## src/hdl/stt_pkg.sv

```systemverilog
// package for the source text tokenizer: item codes, scan modes, burst record
// no dependencies
package stt_pkg;

  localparam int MaxRes = 6;
  localparam int CntW = 3;

  typedef enum logic [1:0] {
    K_BYTE = 2'd0, K_END = 2'd1, K_ERR = 2'd2, K_DONE = 2'd3
  } kind_t;

  typedef enum logic [3:0] {
    C_SYM = 4'd0, C_SYMEQ = 4'd1, C_POW = 4'd2, C_INT = 4'd3, C_BIN = 4'd4,
    C_HEX = 4'd5, C_FLOAT = 4'd6, C_IDENT = 4'd7, C_CHAR = 4'd8, C_STRING = 4'd9
  } cls_t;

  typedef enum logic [4:0] {
    M_SKIP, M_LINE, M_BLK0, M_BLK1, M_BLK2, M_ERRSKIP, M_OPEQ, M_STAR,
    M_ZERO, M_RUN, M_QUOTE, M_QESC, M_QHEX
  } mode_t;

  typedef enum logic [1:0] {
    H_NONE = 2'd0, H_SLASH = 2'd1, H_SLASHHASH = 2'd2
  } held_t;

  typedef struct packed {
    kind_t      kind;
    logic [7:0] val;
    logic [3:0] cls;
    logic       ok;
  } res_t;

  typedef struct packed {
    res_t [MaxRes-1:0] r;
    logic [CntW-1:0]   n;
  } burst_t;

  function automatic logic is_dig(input logic [7:0] b);
    return b >= 8'h30 && b <= 8'h39;
  endfunction

  function automatic logic is_hex(input logic [7:0] b);
    return is_dig(b) || (b >= 8'h61 && b <= 8'h66) || (b >= 8'h41 && b <= 8'h46);
  endfunction

  function automatic logic is_alpha(input logic [7:0] b);
    return (b >= 8'h61 && b <= 8'h7a) || (b >= 8'h41 && b <= 8'h5a) || b == 8'h5f;
  endfunction

endpackage

```

## src/hdl/stt_if.sv

```systemverilog
// valid/ready channel interface for the tokenizer
// no dependencies
interface stt_in_if;
  logic       valid;
  logic       ready;
  logic [7:0] text_byte;
  modport source (output valid, text_byte, input ready);
  modport sink (input valid, text_byte, output ready);
endinterface

interface stt_out_if;
  logic       valid;
  logic       ready;
  logic [1:0] item_kind;
  logic [7:0] byte_value;
  logic [3:0] token_class;
  logic       text_ok;
  logic       last_of_run;
  modport source (output valid, item_kind, byte_value, token_class, text_ok, last_of_run,
                  input ready);
  modport sink (input valid, item_kind, byte_value, token_class, text_ok, last_of_run,
                output ready);
endinterface

```

## src/hdl/stt_front.sv

```systemverilog
// front end: scan state machine, turns one byte into a burst of results
// depends on stt_pkg
module stt_front import stt_pkg::*; (
  input  logic       clk,
  input  logic       rst,
  input  logic       in_valid,
  output logic       in_ready,
  input  logic [7:0] in_byte,
  output logic       push,
  output burst_t     burst,
  input  logic       q_full
);

  mode_t      mode, mode_next;
  logic [3:0] pend, pend_next;
  held_t      held, held_next;
  logic [7:0] qch, qch_next;
  logic [1:0] qlen, qlen_next;
  logic       err, err_next;
  burst_t     bn;

  assign in_ready = !q_full;
  assign push = in_valid && in_ready && bn.n != '0;
  assign burst = bn;

  always_comb begin
    logic [7:0] b;
    logic       rescan;
    logic       rok;
    b = in_byte;
    rescan = 1'b0;
    rok = 1'b0;
    mode_next = mode; pend_next = pend; held_next = held; qch_next = qch;
    qlen_next = qlen; err_next = err;
    bn = '0;

    if (mode == M_SKIP && held == H_SLASH) begin
      held_next = H_NONE;
      if (b == "/") mode_next = M_LINE;
      else if (b == "#") held_next = H_SLASHHASH;
      else if (b == "=") begin
        bn.r[0] = '{K_BYTE, "/", 4'd0, 1'b0};
        bn.r[1] = '{K_BYTE, "=", 4'd0, 1'b0};
        bn.r[2] = '{K_END, 8'd0, C_SYMEQ, 1'b0};
        bn.n = 3'd3;
      end else begin
        bn.r[0] = '{K_BYTE, "/", 4'd0, 1'b0};
        bn.r[1] = '{K_END, 8'd0, C_SYM, 1'b0};
        bn.n = 3'd2; rescan = 1'b1;
      end
    end else if (mode == M_SKIP && held != H_NONE) begin
      held_next = H_NONE;
      if (b == "{") mode_next = M_BLK0;
      else begin
        bn.r[0] = '{K_BYTE, "/", 4'd0, 1'b0};
        bn.r[1] = '{K_END, 8'd0, C_SYM, 1'b0};
        bn.r[2] = '{K_BYTE, "#", 4'd0, 1'b0};
        bn.r[3] = '{K_END, 8'd0, C_SYM, 1'b0};
        bn.n = 3'd4; rescan = 1'b1;
      end
    end else begin
      unique case (mode)
        M_SKIP: rescan = 1'b1;
        M_LINE, M_ERRSKIP: begin
          if (b == 8'd0) begin
            bn.r[0] = '{K_DONE, 8'd0, 4'd0, !err}; bn.n = 3'd1;
            mode_next = M_SKIP; pend_next = '0; held_next = H_NONE;
            qch_next = '0; qlen_next = '0; err_next = 1'b0;
          end else if (b == 8'h0a) mode_next = M_SKIP;
        end
        M_BLK0, M_BLK1, M_BLK2: begin
          if (b == 8'd0) begin
            bn.r[0] = '{K_DONE, 8'd0, 4'd0, !err}; bn.n = 3'd1;
            mode_next = M_SKIP; pend_next = '0; held_next = H_NONE;
            qch_next = '0; qlen_next = '0; err_next = 1'b0;
          end else if (b == "}") mode_next = M_BLK1;
          else if (mode == M_BLK1 && b == "#") mode_next = M_BLK2;
          else if (mode == M_BLK2 && b == "/") mode_next = M_SKIP;
          else mode_next = M_BLK0;
        end
        M_OPEQ: begin
          if (b == "=") begin
            bn.r[0] = '{K_BYTE, b, 4'd0, 1'b0};
            bn.r[1] = '{K_END, 8'd0, C_SYMEQ, 1'b0};
            bn.n = 3'd2; mode_next = M_SKIP;
          end else begin
            bn.r[0] = '{K_END, 8'd0, C_SYM, 1'b0}; bn.n = 3'd1; rescan = 1'b1;
          end
        end
        M_STAR: begin
          if (b == "*" || b == "=") begin
            bn.r[0] = '{K_BYTE, b, 4'd0, 1'b0};
            bn.r[1] = '{K_END, 8'd0, (b == "*") ? C_POW : C_SYMEQ, 1'b0};
            bn.n = 3'd2; mode_next = M_SKIP;
          end else begin
            bn.r[0] = '{K_END, 8'd0, C_SYM, 1'b0}; bn.n = 3'd1; rescan = 1'b1;
          end
        end
        M_ZERO: begin
          if (b == "b") begin pend_next = C_BIN; mode_next = M_RUN; end
          else if (b == "x") begin pend_next = C_HEX; mode_next = M_RUN; end
          else begin
            bn.r[0] = '{K_BYTE, "0", 4'd0, 1'b0};
            bn.r[1] = '{K_END, 8'd0, C_INT, 1'b0};
            bn.n = 3'd2; rescan = 1'b1;
          end
        end
        M_RUN: begin
          priority case (pend)
            C_INT, C_FLOAT: rok = is_dig(b);
            C_BIN: rok = (b == "0" || b == "1");
            C_HEX: rok = is_hex(b);
            C_IDENT: rok = is_alpha(b) || is_dig(b);
            default: rok = 1'b0;
          endcase
          if (pend == C_INT && b == ".") begin
            bn.r[0] = '{K_BYTE, b, 4'd0, 1'b0}; bn.n = 3'd1; pend_next = C_FLOAT;
          end else if (rok) begin
            bn.r[0] = '{K_BYTE, b, 4'd0, 1'b0}; bn.n = 3'd1;
          end else begin
            bn.r[0] = '{K_END, 8'd0, pend, 1'b0}; bn.n = 3'd1; rescan = 1'b1;
          end
        end
        M_QUOTE, M_QHEX: begin
          if (mode == M_QHEX && is_hex(b)) begin
          end else begin
            mode_next = M_QUOTE;
            if (b == 8'd0) begin
              bn.r[0] = '{K_END, 8'd0,
                          (qch == 8'h27 && qlen <= 2'd1) ? C_CHAR : C_STRING, 1'b0};
              bn.r[1] = '{K_DONE, 8'd0, 4'd0, !err}; bn.n = 3'd2;
              mode_next = M_SKIP; pend_next = '0; held_next = H_NONE;
              qch_next = '0; qlen_next = '0; err_next = 1'b0;
            end else if (b == qch) begin
              bn.r[0] = '{K_END, 8'd0,
                          (qch == 8'h27 && qlen <= 2'd1) ? C_CHAR : C_STRING, 1'b0};
              bn.n = 3'd1; mode_next = M_SKIP;
            end else if (b == 8'h5c) mode_next = M_QESC;
            else begin
              bn.r[0] = '{K_BYTE, b, 4'd0, 1'b0}; bn.n = 3'd1;
              if (qlen < 2'd2) qlen_next = qlen + 2'd1;
            end
          end
        end
        M_QESC: begin
          if (b == "x") mode_next = M_QHEX;
          else if (is_dig(b)) mode_next = M_QUOTE;
          else if (b == "n" || b == "t") begin
            bn.r[0] = '{K_BYTE, (b == "n") ? 8'd10 : 8'd9, 4'd0, 1'b0}; bn.n = 3'd1;
            if (qlen < 2'd2) qlen_next = qlen + 2'd1;
            mode_next = M_QUOTE;
          end else begin
            bn.r[0] = '{K_ERR, b, 4'd0, 1'b0}; bn.n = 3'd1;
            held_next = H_NONE; err_next = 1'b1;
            if (b == 8'd0) begin
              bn.r[1] = '{K_DONE, 8'd0, 4'd0, 1'b0}; bn.n = 3'd2;
              mode_next = M_SKIP; pend_next = '0; qch_next = '0; qlen_next = '0;
              err_next = 1'b0;
            end else if (b == 8'h0a) mode_next = M_SKIP;
            else mode_next = M_ERRSKIP;
          end
        end
        default: begin
          pend_next = '0; held_next = H_NONE; qch_next = '0; qlen_next = '0;
          err_next = 1'b0; rescan = 1'b1;
        end
      endcase
    end

    // fresh scan of b; bursts above leave at most 4 items, so indexes stay in range
    if (rescan) begin
      mode_next = M_SKIP;
      if (b == " " || b == 8'h09 || b == 8'h0a) begin
      end else if (b == 8'd0) begin
        bn.r[bn.n] = '{K_DONE, 8'd0, 4'd0, !err_next}; bn.n = bn.n + 3'd1;
        pend_next = '0; held_next = H_NONE; qch_next = '0; qlen_next = '0;
        err_next = 1'b0;
      end else if (b == "/") held_next = H_SLASH;
      else if (b == "0") mode_next = M_ZERO;
      else if (is_dig(b) || is_alpha(b)) begin
        bn.r[bn.n] = '{K_BYTE, b, 4'd0, 1'b0}; bn.n = bn.n + 3'd1;
        pend_next = is_dig(b) ? C_INT : C_IDENT; mode_next = M_RUN;
      end else if (b == 8'h27 || b == 8'h22) begin
        qch_next = b; qlen_next = '0; mode_next = M_QUOTE;
      end else if (b == "+" || b == "-" || b == "<" || b == ">" || b == "!" || b == "=") begin
        bn.r[bn.n] = '{K_BYTE, b, 4'd0, 1'b0}; bn.n = bn.n + 3'd1; mode_next = M_OPEQ;
      end else if (b == "*") begin
        bn.r[bn.n] = '{K_BYTE, b, 4'd0, 1'b0}; bn.n = bn.n + 3'd1; mode_next = M_STAR;
      end else if (b == "#" || b == "@" || b == "(" || b == ")" || b == "[" || b == "]" ||
                   b == "{" || b == "}" || b == "," || b == "." || b == ":" || b == ";") begin
        bn.r[bn.n] = '{K_BYTE, b, 4'd0, 1'b0};
        bn.r[bn.n + 3'd1] = '{K_END, 8'd0, C_SYM, 1'b0};
        bn.n = bn.n + 3'd2;
      end else begin
        bn.r[bn.n] = '{K_ERR, b, 4'd0, 1'b0}; bn.n = bn.n + 3'd1;
        err_next = 1'b1; held_next = H_NONE; mode_next = M_ERRSKIP;
      end
    end
  end

  always_ff @(posedge clk) begin
    if (rst) begin
      mode <= M_SKIP; pend <= '0; held <= H_NONE; qch <= '0; qlen <= '0; err <= 1'b0;
    end else if (in_valid && in_ready) begin
      mode <= mode_next; pend <= pend_next; held <= held_next;
      qch <= qch_next; qlen <= qlen_next; err <= err_next;
    end
  end

endmodule

```

## src/hdl/stt_queue.sv

```systemverilog
// two-entry burst queue between front and back
// depends on stt_pkg
module stt_queue import stt_pkg::*; (
  input  logic   clk,
  input  logic   rst,
  input  logic   push,
  input  burst_t wdata,
  output logic   full,
  output logic   empty,
  input  logic   pop,
  output burst_t rdata
);

  burst_t     mem [2];
  logic       wp, rp;
  logic [1:0] cnt;

  assign full = cnt == 2'd2;
  assign empty = cnt == 2'd0;
  assign rdata = mem[rp];

  always_ff @(posedge clk) begin
    if (push) mem[wp] <= wdata;
  end

  always_ff @(posedge clk) begin
    if (rst) begin
      wp <= 1'b0; rp <= 1'b0; cnt <= '0;
    end else begin
      if (push) wp <= !wp;
      if (pop) rp <= !rp;
      cnt <= cnt + {1'b0, push} - {1'b0, pop};
    end
  end

endmodule

```

## src/hdl/stt_back.sv

```systemverilog
// back end: walks a burst one result per cycle, while the output is not stalled, into the output register
// depends on stt_pkg
module stt_back import stt_pkg::*; (
  input  logic       clk,
  input  logic       rst,
  input  logic       q_empty,
  input  burst_t     q_data,
  output logic       pop,
  output logic       out_valid,
  input  logic       out_ready,
  output res_t       out_res,
  output logic       out_last
);

  logic [CntW-1:0] idx;
  logic            load;

  assign load = !q_empty && (!out_valid || out_ready);
  assign pop = load && (idx + 3'd1 == q_data.n);

  always_ff @(posedge clk) begin
    if (load) begin
      out_res <= q_data.r[idx];
      out_last <= idx + 3'd1 == q_data.n;
    end
  end

  always_ff @(posedge clk) begin
    if (rst) begin
      out_valid <= 1'b0; idx <= '0;
    end else begin
      if (load) out_valid <= 1'b1;
      else if (out_ready) out_valid <= 1'b0;
      if (pop) idx <= '0;
      else if (load) idx <= idx + 3'd1;
    end
  end

endmodule

```

## src/hdl/source_text_tokenizer.sv

```systemverilog
// tokenizer top level: front scanner, burst queue, result sequencer
// depends on stt_pkg, stt_if, stt_front, stt_queue, stt_back
// throughput: one byte per cycle while each byte yields at most one result and the output is not stalled;
// a byte yielding n results holds the output for n output register loads, one result per load
// path: a result is registered into a queue entry, then into the output register
// reset: synchronous rst returns scanner to skip whitespace and empties queue
module source_text_tokenizer import stt_pkg::*; (
  input logic clk,
  input logic rst,
  stt_in_if.sink    in_ch,
  stt_out_if.source out_ch
);

  logic   push, full, empty, pop, last;
  burst_t wb, rb;
  res_t   res;

  stt_front u_front (
    .clk, .rst, .in_valid(in_ch.valid), .in_ready(in_ch.ready), .in_byte(in_ch.text_byte),
    .push, .burst(wb), .q_full(full)
  );

  stt_queue u_queue (
    .clk, .rst, .push, .wdata(wb), .full, .empty, .pop, .rdata(rb)
  );

  stt_back u_back (
    .clk, .rst, .q_empty(empty), .q_data(rb), .pop, .out_valid(out_ch.valid),
    .out_ready(out_ch.ready), .out_res(res), .out_last(last)
  );

  assign out_ch.item_kind = res.kind;
  assign out_ch.byte_value = res.val;
  assign out_ch.token_class = res.cls;
  assign out_ch.text_ok = res.ok;
  assign out_ch.last_of_run = last;

endmodule

```

## src/flat_wrapper.sv

```systemverilog
// flat-port wrapper written by rule: the top's interface ports become plain ports
module source_text_tokenizer_flat import stt_pkg::*;
  (clk, rst, in_ch_valid, in_ch_text_byte, in_ch_ready, out_ch_valid, out_ch_item_kind, out_ch_byte_value, out_ch_token_class, out_ch_text_ok, out_ch_last_of_run, out_ch_ready);
  stt_in_if in_ch_i ();
  stt_out_if out_ch_i ();
  input logic clk;
  input logic rst;
  input wire logic [$bits(in_ch_i.valid)-1:0] in_ch_valid;
  input wire logic [$bits(in_ch_i.text_byte)-1:0] in_ch_text_byte;
  output wire logic [$bits(in_ch_i.ready)-1:0] in_ch_ready;
  output wire logic [$bits(out_ch_i.valid)-1:0] out_ch_valid;
  output wire logic [$bits(out_ch_i.item_kind)-1:0] out_ch_item_kind;
  output wire logic [$bits(out_ch_i.byte_value)-1:0] out_ch_byte_value;
  output wire logic [$bits(out_ch_i.token_class)-1:0] out_ch_token_class;
  output wire logic [$bits(out_ch_i.text_ok)-1:0] out_ch_text_ok;
  output wire logic [$bits(out_ch_i.last_of_run)-1:0] out_ch_last_of_run;
  input wire logic [$bits(out_ch_i.ready)-1:0] out_ch_ready;
  assign in_ch_i.valid = in_ch_valid;
  assign in_ch_i.text_byte = in_ch_text_byte;
  assign in_ch_ready = in_ch_i.ready;
  assign out_ch_valid = out_ch_i.valid;
  assign out_ch_item_kind = out_ch_i.item_kind;
  assign out_ch_byte_value = out_ch_i.byte_value;
  assign out_ch_token_class = out_ch_i.token_class;
  assign out_ch_text_ok = out_ch_i.text_ok;
  assign out_ch_last_of_run = out_ch_i.last_of_run;
  assign out_ch_i.ready = out_ch_ready;
  source_text_tokenizer u_core (.clk(clk), .rst(rst), .in_ch(in_ch_i), .out_ch(out_ch_i));
endmodule
```

## config.mk

```make
export PLATFORM = sky130hd
export DESIGN_NAME = source_text_tokenizer_flat
export DESIGN_NICKNAME = d
export VERILOG_FILES = /design/src/hdl/stt_pkg.sv /design/src/hdl/stt_if.sv /design/src/hdl/stt_front.sv /design/src/hdl/stt_queue.sv /design/src/hdl/stt_back.sv /design/src/hdl/source_text_tokenizer.sv /design/src/flat_wrapper.sv
export SDC_FILE = /design/constraint.sdc
export NUM_CORES = 1
export LEC_CHECK = 0
export ABC_AREA = 1
export BUFFER_PORTS_ARGS = -buffer_cell sky130_fd_sc_hd__buf_2
export CAP_MARGIN = 20
export CORE_MARGIN = 3
export CORE_UTILIZATION = 55
export CTS_CLUSTER_DIAMETER = 150
export DETAILED_ROUTE_END_ITERATION = 8
export GPL_TIMING_DRIVEN = 0
export PLACE_DENSITY = 0.73
export SKIP_LAST_GASP = 1
export SYNTH_ARGS = -nofsm -noshare
export SYNTH_HDL_FRONTEND = slang
export SYNTH_SLANG_ARGS = --single-unit
```

## constraint.sdc

```tcl
create_clock -name clk -period 6.1 [get_ports clk]
set_clock_uncertainty 0.1 [all_clocks]
set_input_delay 0.305 -clock clk [delete_from_list [all_inputs] [get_ports clk]]
set_output_delay 0.305 -clock clk [all_outputs]
set_load 0.01 [all_outputs]
```

==> impl_metrics.ini <==
[run_status]
status = complete, no violations

[cts]
cts.clk_slew.worst_paths_ns = 0.08
insertion_delay_ns = 0.44
cts_hold_buf = 0
post_cts_buffers = 0
ctsResizeCount = 0
cts_buffer_depth = 2
clockRootBuffer = clkbuf_16
cts_num_sinks = 198
cts_buffers = 17
cts_tree = built
htreeDepth = 4

[timing]
fin_crit_sh_pct = 80.2
drv_slew = 0
fmaxAchievable_ghz = 0.204
tns_ns = 0
fin_crit_ns = 4.89
max_slew_margin_pct = 24.1
report.final.hold_viol_count = 0
tightest_slew_ns = 1.11
setup_viol = 0
grt_setup_unrepaired = false

[finish]
finalNetCount = 1309
fillers = 1646
layout_commonest_cell = nand2_1
area_delta_synth_final_pct = 10.4
layout_common_cells = nand2_1, nor2_1, edfxtp_1
final-instance-count-excl-fill = 1535
postLayoutCellArea_um2 = 11600
final_layout_size_suffix_gt1_share_pct = 10.2
regArea_um2 = 5650
multi_input_area_um2 = 4180
diodes = 0

[setup_path]
worst-path-max-fanout = 26
crit_top_cell = nand2_1
crit_slowest_cell = nor2_4
end_kind = flip-flop
criticalPathCategory = flip-flop to flip-flop
critPathBufInv = 4
cp.required_ns = 6.14
arrival_ns = 4.93
startpoint_type = flip-flop
crit_chain = nor2_1, nand2_1, inv_1, nand3_1, nor2_2, nand2_2, nor2_2, clkinv_2, nand3_1, buf_6, ha_1, nor2_1, nor2_1, nand3_1, nand3_1, nand2_1, nand2_1, nand2_1, nand2_1, nor2_1, nand3_1, nand2_1, nor2_4, buf_12
crit_family = simple AND/OR/NAND/NOR gates
max_stage_delay_ns = 0.65

[drt]
vias = 9434
route.detailed.drc = 0
drtAntennaViolNets = 0
routed_wl_mm = 32.4
via_per_inst = 6.15
routedWlPerCell_um = 21.1
drt-pass1-iter-count = 8
drtIter0Drc = 1134

[place]
place_inst = 1503
dp_hpwl_mm = 23.6
gp_congestion = 1.06
io_buffers = 24
placedInstanceArea_um2 = 11100

[floorplanning]
ios = 30
die_h_um = 145
dieArea_um2 = 20900
coreArea_um2 = 18800
rows = 50
start_util_pct = 56.2
die_w_um = 145

[power]
ir_worst_vdd_mv = 0.257
total_power_uw = 5930
p_per_area_nw_per_um2 = 509
leakage_uw = 0.00461

[global_routing]
grt_first_pass_wirelength_mm = 49.2
grt_use_total_pct = 31.6
antenna_found_initial = 0
grt_pass1_vias = 8710
grt_max_degree = 51
grt_overflow = 0

[logic_synthesis]
syn_nets = 1262
synth_edf_count = 168
synth_area_per_cell_um2 = 8.50
syn_inst = 1241
synth-seq-cells = 198
synth_area_um2 = 10600
yosysWarnings = 0
yosysTopAreaCell = edfxtp_1
synthArstFlopShare_pct = 0
yosysUniqueCellTypes = 55
synth_top_area_share_pct = 47.8
synthFlopType = edfxtp_1
ys_top_cells_by_area = edfxtp_1, nand2_1, nor2_1
yosysSeqAreaShare_pct = 53.5

[flow_run]
cap_violations = 0

[worst_hold_path]
holdCritPathClass = input pin to flip-flop
through the flow:
step	util (%)	hold slack [ns]	worst slack [ns]
2_1_floorplan	-	0.283	0.820
3_3_place_gp	58.4	0.355	-1.06
3_5_place_dp	58.9	0.363	1.10
4_1_cts	62.0	0.00695	1.31
5_1_grt	62.0	0.0373	0.845
6_report	62.0	0.00704	1.21
worst paths after layout:
| kind | startpoint | to | slack, ns | cells past startpoint |
|---|---|---|---|---|
| max | u_core.u_front.mode[3] | u_core.u_queue.mem[0][10] | 1.21 | 24 |
| min | rst | u_core.u_front.mode[3] | 0.007 | 2 |
| max reg2reg | u_core.u_front.mode[3] | u_core.u_queue.mem[0][10] | 1.21 | 24 |
| min reg2reg | u_core.u_front.qlen[1] | u_core.u_front.qlen[1] | 0.38 | 2 |
cell usage after synthesis (10+ instances only):
| cell type | number |
|---|---|
| a21oi_1 | 49 |
| buf_2 | 12 |
| clkbuf_1 | 33 |
| dfxtp_1 | 30 |
| edfxtp_1 | 168 |
| inv_1 | 117 |
| inv_2 | 18 |
| nand2_1 | 252 |
| nand3_1 | 63 |
| nand4_1 | 19 |
| nor2_1 | 210 |
| nor2_2 | 10 |
| nor3_1 | 14 |
| o21ai_0 | 98 |
| o21ai_1 | 15 |
| o22ai_1 | 40 |
state kept, by name, summed over array words and instances, names as in the netlist, 2 cells and up, named ones only:
register and count:
u_core.u_front.mode 4, u_core.u_back.idx 3, u_core.u_back.out_res 15, u_core.u_front.held 2
u_core.u_front.qlen 2, u_core.u_queue.mem 152, u_core.u_queue.cnt 2, u_core.u_front.qch 8
u_core.u_front.pend 4
cell type report:
class / count / area share [%]
sequential: 198 / 48.5
multi-input combinational: 856 / 35.9
inverter: 138 / 4.48
clock buffer: 18 / 3.69
tap: 234 / 2.51
buffer: 49 / 1.90
timing repair buffer: 28 / 1.74
clock inverter: 14 / 1.32
cells by family after synthesis:
group / after synthesis / share of synthesized area, %
AO/OA/AOI/OAI: 249 / 14.0
XOR/XNOR: 7 / 0.581
adder cells (fa/ha/maj): 9 / 1.07
buffers and inverters: 187 / 7.02
flip-flops: 198 / 53.5
AND/OR/NAND/NOR: 591 / 23.9
worst register-to-register path: stages (launching register included):
cell,delay [ns]
dfxtp_1,0.36
nor2_1,0.22
nand2_1,0.16
inv_1,0.12
nand3_1,0.20
nor2_2,0.23
nand2_2,0.12
nor2_2,0.27
clkinv_2,0.25
nand3_1,0.22
buf_6,0.18
ha_1,0.25
nor2_1,0.08
nor2_1,0.10
nand3_1,0.08
nand3_1,0.10
nand2_1,0.06
nand2_1,0.08
nand2_1,0.04
nand2_1,0.11
nor2_1,0.06
nand3_1,0.11
nand2_1,0.12
nor2_4,0.65
buf_12,0.29
layer usage:
| metal | GRT usage [%] | routed length, um | vias up |
|---|---|---|---|
| met5 | 0 | 0 | - |
| met4 | 15.4 | 1470 | 0 |
| met3 | 5.39 | 3110 | 113 |
| met2 | 51.1 | 15300 | 553 |
| met1 | 41.5 | 12500 | 4430 |
| li1 | - | - | 4338 |
where the power goes:
part	internal [uW]	switching (uW)
Combinational	710	1880
Sequential	2090	127
Clock	584	543
Note: power is estimated with default switching activity, not from simulation.
